## src/design/bfa_ram.sv

```systemverilog
// ----------------------------------------------------------------------------
// bfa_ram
// Generic single-port RAM, one read per cycle plus a write in that same cycle when we is high, registered read.
// ----------------------------------------------------------------------------
module bfa_ram #(
   parameter int WIDTH = 8,
   parameter int DEPTH = 64
) (
   input  logic                     clock,
   input  logic                     we,
   input  logic [$clog2(DEPTH)-1:0] addr,
   input  logic [WIDTH-1:0]         wdata,
   output logic [WIDTH-1:0]         rdata
);

   logic [WIDTH-1:0] mem [DEPTH];
   logic [WIDTH-1:0] rdata_ff;

   always_ff @(posedge clock) begin
      if (we) begin
         mem[addr] <= wdata;
      end
      rdata_ff <= mem[addr];
   end

   assign rdata = rdata_ff;

endmodule

```

## config.mk

```make
export PLATFORM = sky130hd
export DESIGN_NAME = bfa_ram
export DESIGN_NICKNAME = d
export VERILOG_FILES = /design/src/design/bfa_ram.sv
export SDC_FILE = /design/constraint.sdc
export NUM_CORES = 1
export LEC_CHECK = 0
export ABC_CLOCK_PERIOD_IN_PS = 7450
export BUFFER_PORTS_ARGS = -buffer_cell sky130_fd_sc_hd__buf_2
export CORE_UTILIZATION = 50
export CTS_BUF_LIST = sky130_fd_sc_hd__clkbuf_2 sky130_fd_sc_hd__clkbuf_4 sky130_fd_sc_hd__clkbuf_8
export DETAILED_ROUTE_END_ITERATION = 6
export GPL_ROUTABILITY_DRIVEN = 0
export GPL_TIMING_DRIVEN = 1
export PLACE_DENSITY = 0.74
export SLEW_MARGIN = 20
export SYNTH_ARGS = -nofsm -noshare
export SYNTH_HDL_FRONTEND = slang
export SYNTH_SLANG_ARGS = --single-unit
```

## constraint.sdc

```tcl
create_clock -name clock -period 7.45 [get_ports clock]
set_clock_uncertainty 0.2 [all_clocks]
set_input_delay 1.1175 -clock clock [delete_from_list [all_inputs] [get_ports clock]]
set_output_delay 1.1175 -clock clock [all_outputs]
set_load 0.05 [all_outputs]
```

Word level (Yosys, flattened, before mapping)
Memory sizes are Yosys's and may differ from the RTL's. A register that Yosys moved wholly into a read port is not among the register bits.
Index checks and enable logic that the tools add are counted.
{"block": "word_totals", "register_bits": 0, "output_inout_bits": 8, "ramBits": 512, "wordCells": 3, "n_memories": 1, "in_bits": 16}
{"name": "mem", "depth": 64, "word_bits": 8, "read_ports": 1, "rd_clocked_by_memory_dff": 1, "write_ports": 1, "line_no": "16", "text": "logic [WIDTH-1:0] mem [DEPTH];"}
{"block": "classes", "n_mux": 2}
{"operator": "$mux 1", "count": 2}

Longest topological paths before layout
{"block": "depth", "word_depth": 2, "depth_mapped": 10, "mapped_depth_nobuf": 5}

Worst setup path after synthesis
No wires, ideal clock.
{"block": "synth_timing", "path_type": "input -> register", "startpoint": "input addr[1]", "endpoint": "memory mem[13][0], enable pin", "n_path_buf": 4, "setup_slack_ns": 4.034, "t_arrival_ns": 2.846, "stages": 7, "cell_sequence": "buf_6 > buf_6 > nor2b_1 > clkbuf_1 > clkbuf_1 > nand3_1 > nor2_1"}
{"element": "start: declaration", "line_no": "11", "text": "input logic [$clog2(DEPTH)-1:0] addr,"}
{"element": "end: declaration", "line_no": "16"}
Straight into the memory's write port.

==> metrics <==
critical path buffer and inverter count=2; setup bufs post-CTS=0; CP most frequent cell=buf_4; initial antenna violation count=4; largest area contributor in the synthesized netlist=edfxtp_1; IO Count=24; mux contribution to synthesized area=8.26%; Pre-antenna DRT Iters=6; worst skew pair latency=between 600 and 700 ps; HP Class=reg2reg; multi-input logic area=approximately 4500 sq um; Clock Sinks=520; max-cap violation count=0; GR Overflow Total=0; CTS tree=built; Worst-path clk slew=60 ps; main combinational cell family by area after synthesis=multiplexers; Crit path largest cell delay=690 ps; commonest non-fill, non-tap cells in the layout=edfxtp_1 (512), clkbuf_8 (85), nor2_1 (81); Post-Synth Simple-Gate Area=under 10%; Final Hold Fails=0; CP Cell Sequence=buf_4 -> buf_4 -> nand2b_1 -> o22ai_1 -> o31ai_1 -> o2111ai_1 -> or4b_1; vias in the first global route=11,400; P per Cell Area=around 260 nW/um^2; Synth Area in Compound Gates=under 10%; Initial Util=about half; top_reg_cell synth=edfxtp_1; Synth Area in Adders=0%; Leakage=7.22 nW; CTS Buf Count=80; first-pass GRT wire length=73,800 microns; DRC=0; area grow syn2layout=10.2%; Synth top area share=about 75%; slew of the pin with the lowest slew margin=1150 ps; WP data required=approximately 7700 ps; critical path arrival=4770 ps; final non-filler cell area=~23,000 sq um; Total GRT Usage=about a quarter; Synth Warn #=0; final setup margin=between 2000 and 3000 ps; Tmin final=4500 ps; die height=roughly 200 microns; largest net degree at the start of global routing=73; register area=15,500 sq um; Hold Buf Count CTS=0; Synth Area in XOR/XNOR=0%; clk root buf=clkbuf_8; mapped cell area=20,400 sq um; H-tree depth=3; syn avg cell area=17.5 sq um; post-DR wirelength/cell=28.0 microns; Setup crit start kind=primary input; CP Capture Type=register; via count=11,700; Max IR drop VDD=100 uV; Seq cells post-synth=520; Unique masters post-synth=56; CP Class=in2reg; DRT iter0 DRCs=between 1,500 and 2,000; core area=40,000 sq um; max_slew headroom=between 20% and 30%; slowest CP cell=o31ai_1; final WL=50,400 microns; Final #Nets=1,232; number of enable flip-flop cells after synthesis=approximately 500; maximum clock path buffer count=3; max-slew violations=0; total negative slack=0 ps; remaining antenna violation count=0; setup slack after placement=between 2000 and 3000 ps; Via-to-Cell Ratio=about 6.5; share of layout cells above drive strength 1=roughly 18%; Site Rows=73; critical-path maximum fanout=52; register area share after synthesis=76.0%; commonest non-fill, non-tap cell in the layout=edfxtp_1; die width=approximately 200 microns; placement-stage cell area=about 21,000 sq um; setup violators final=0; I/O Buffers=23; post-synth net total=approximately 1,200; Power Total=5.87 mW; fill cell count=between 3,000 and 4,000; fin crit share=60.4%; HPWL after DPL=~30,000 microns; family with the most delay on the worst path=compound AO/OA/AOI/OAI gates; Gate Count Post-Synth=1,171; fmax=between 200 and 250 MHz; RSZ-0062 raised after global routing=no; largest cells by area after synthesis=edfxtp_1 (75%), mux4_2 (4.5%), mux2i_1 (3.1%), nor2_1 (1.5%), a22oi_1 (1.5%); outcome=completed; Async SR Flop Fraction=0%; Resized cells post-CTS=0; Die Footprint=41,700 sq um
[stage by stage]
| step | hold slack, ps | instances | utilization, % |
|---|---|---|---|
| CTS | 450 | 1800 | 56.3 |
| finish | 455 | 1802 | 56.3 |
| global placement | 444 | 1659 | 52.5 |
| global route | 480 | 1801 | 56.3 |
| detailed placement | 444 | 1659 | 52.5 |
| floorplan | 363 | 1171 | - |
[area by class of cell]
class	instances	area share (%)
repair buffers	44	1.26
clock inverters	29	0.700
inverters	3	0.0500
well taps	525	2.91
multi-input cells	567	20.0
clock buffers	112	6.09
diodes	2	0.0222
flip-flops and latches	520	68.9
[worst paths after layout]
kind	from	to	slack, ps	cells after the start
max	addr[1]	rdata[7]	2950	7
min	mem[3][0]	rdata[0]	460	3
min reg2reg	mem[3][0]	rdata[0]	460	3
max reg2reg	mem[18][7]	rdata[7]	4830	5
[cells by family after synthesis]
kind of cell / count (synthesis)
simple gates: 229
compound gates: 222
mux: 116
flops: 520
buf+inv: 84
[state kept, by name, indices dropped and copies added (netlist names)]
name / flops
mem: 512
rdata: 8
[tightest hold or removal path, stage by stage, from the launching register on]
cell and delay, ps:
edfxtp_1 320, o2bb2ai_1 110, o31ai_1 110, nand4_1 90
[cell usage after synthesis (4+ instances only)]
| library cell | instances |
|---|---|
| a211oi_1 | 6 |
| a21o_1 | 4 |
| a21oi_1 | 28 |
| a221o_1 | 11 |
| a221oi_1 | 21 |
| a22o_1 | 10 |
| a22oi_1 | 40 |
| a31oi_1 | 15 |
| a32oi_1 | 7 |
| and2_1 | 9 |
| and3_1 | 9 |
| and4_1 | 6 |
| buf_1 | 6 |
| buf_2 | 30 |
| buf_4 | 4 |
| buf_6 | 5 |
| clkbuf_1 | 36 |
| dfxtp_1 | 8 |
| edfxtp_1 | 512 |
| mux2_1 | 7 |
| mux2_2 | 5 |
| mux2i_1 | 63 |
| mux4_2 | 41 |
| nand2_1 | 45 |
| nand2b_1 | 24 |
| nand3_1 | 8 |
| nand3b_1 | 12 |
| nor2_1 | 82 |
| nor2b_1 | 8 |
| o21ai_0 | 9 |
| o221ai_1 | 9 |
| o22a_1 | 11 |
| o22ai_1 | 22 |
| o2bb2ai_1 | 7 |
| o31ai_1 | 5 |
| or3b_2 | 5 |
[power by group]
part / internal, mW / total (mW) / switching, mW
logic: 0.0982 / 0.344 / 0.245
registers: 3.24 / 3.25 / 0.0102
clock network: 1.22 / 2.28 / 1.06
total: 4.56 / 5.87 / 1.31
[routing by layer]
metal	GRT usage (%)	vias to the layer above	share of wire [%]
met1	32.8	5848	38
li1	-	4862	-
met3	7.10	138	12
met4	10.3	2	4.0
met2	37.9	821	46
met5	0	-	0.032
No activity file was read; power rests on OpenSTA's default activity.
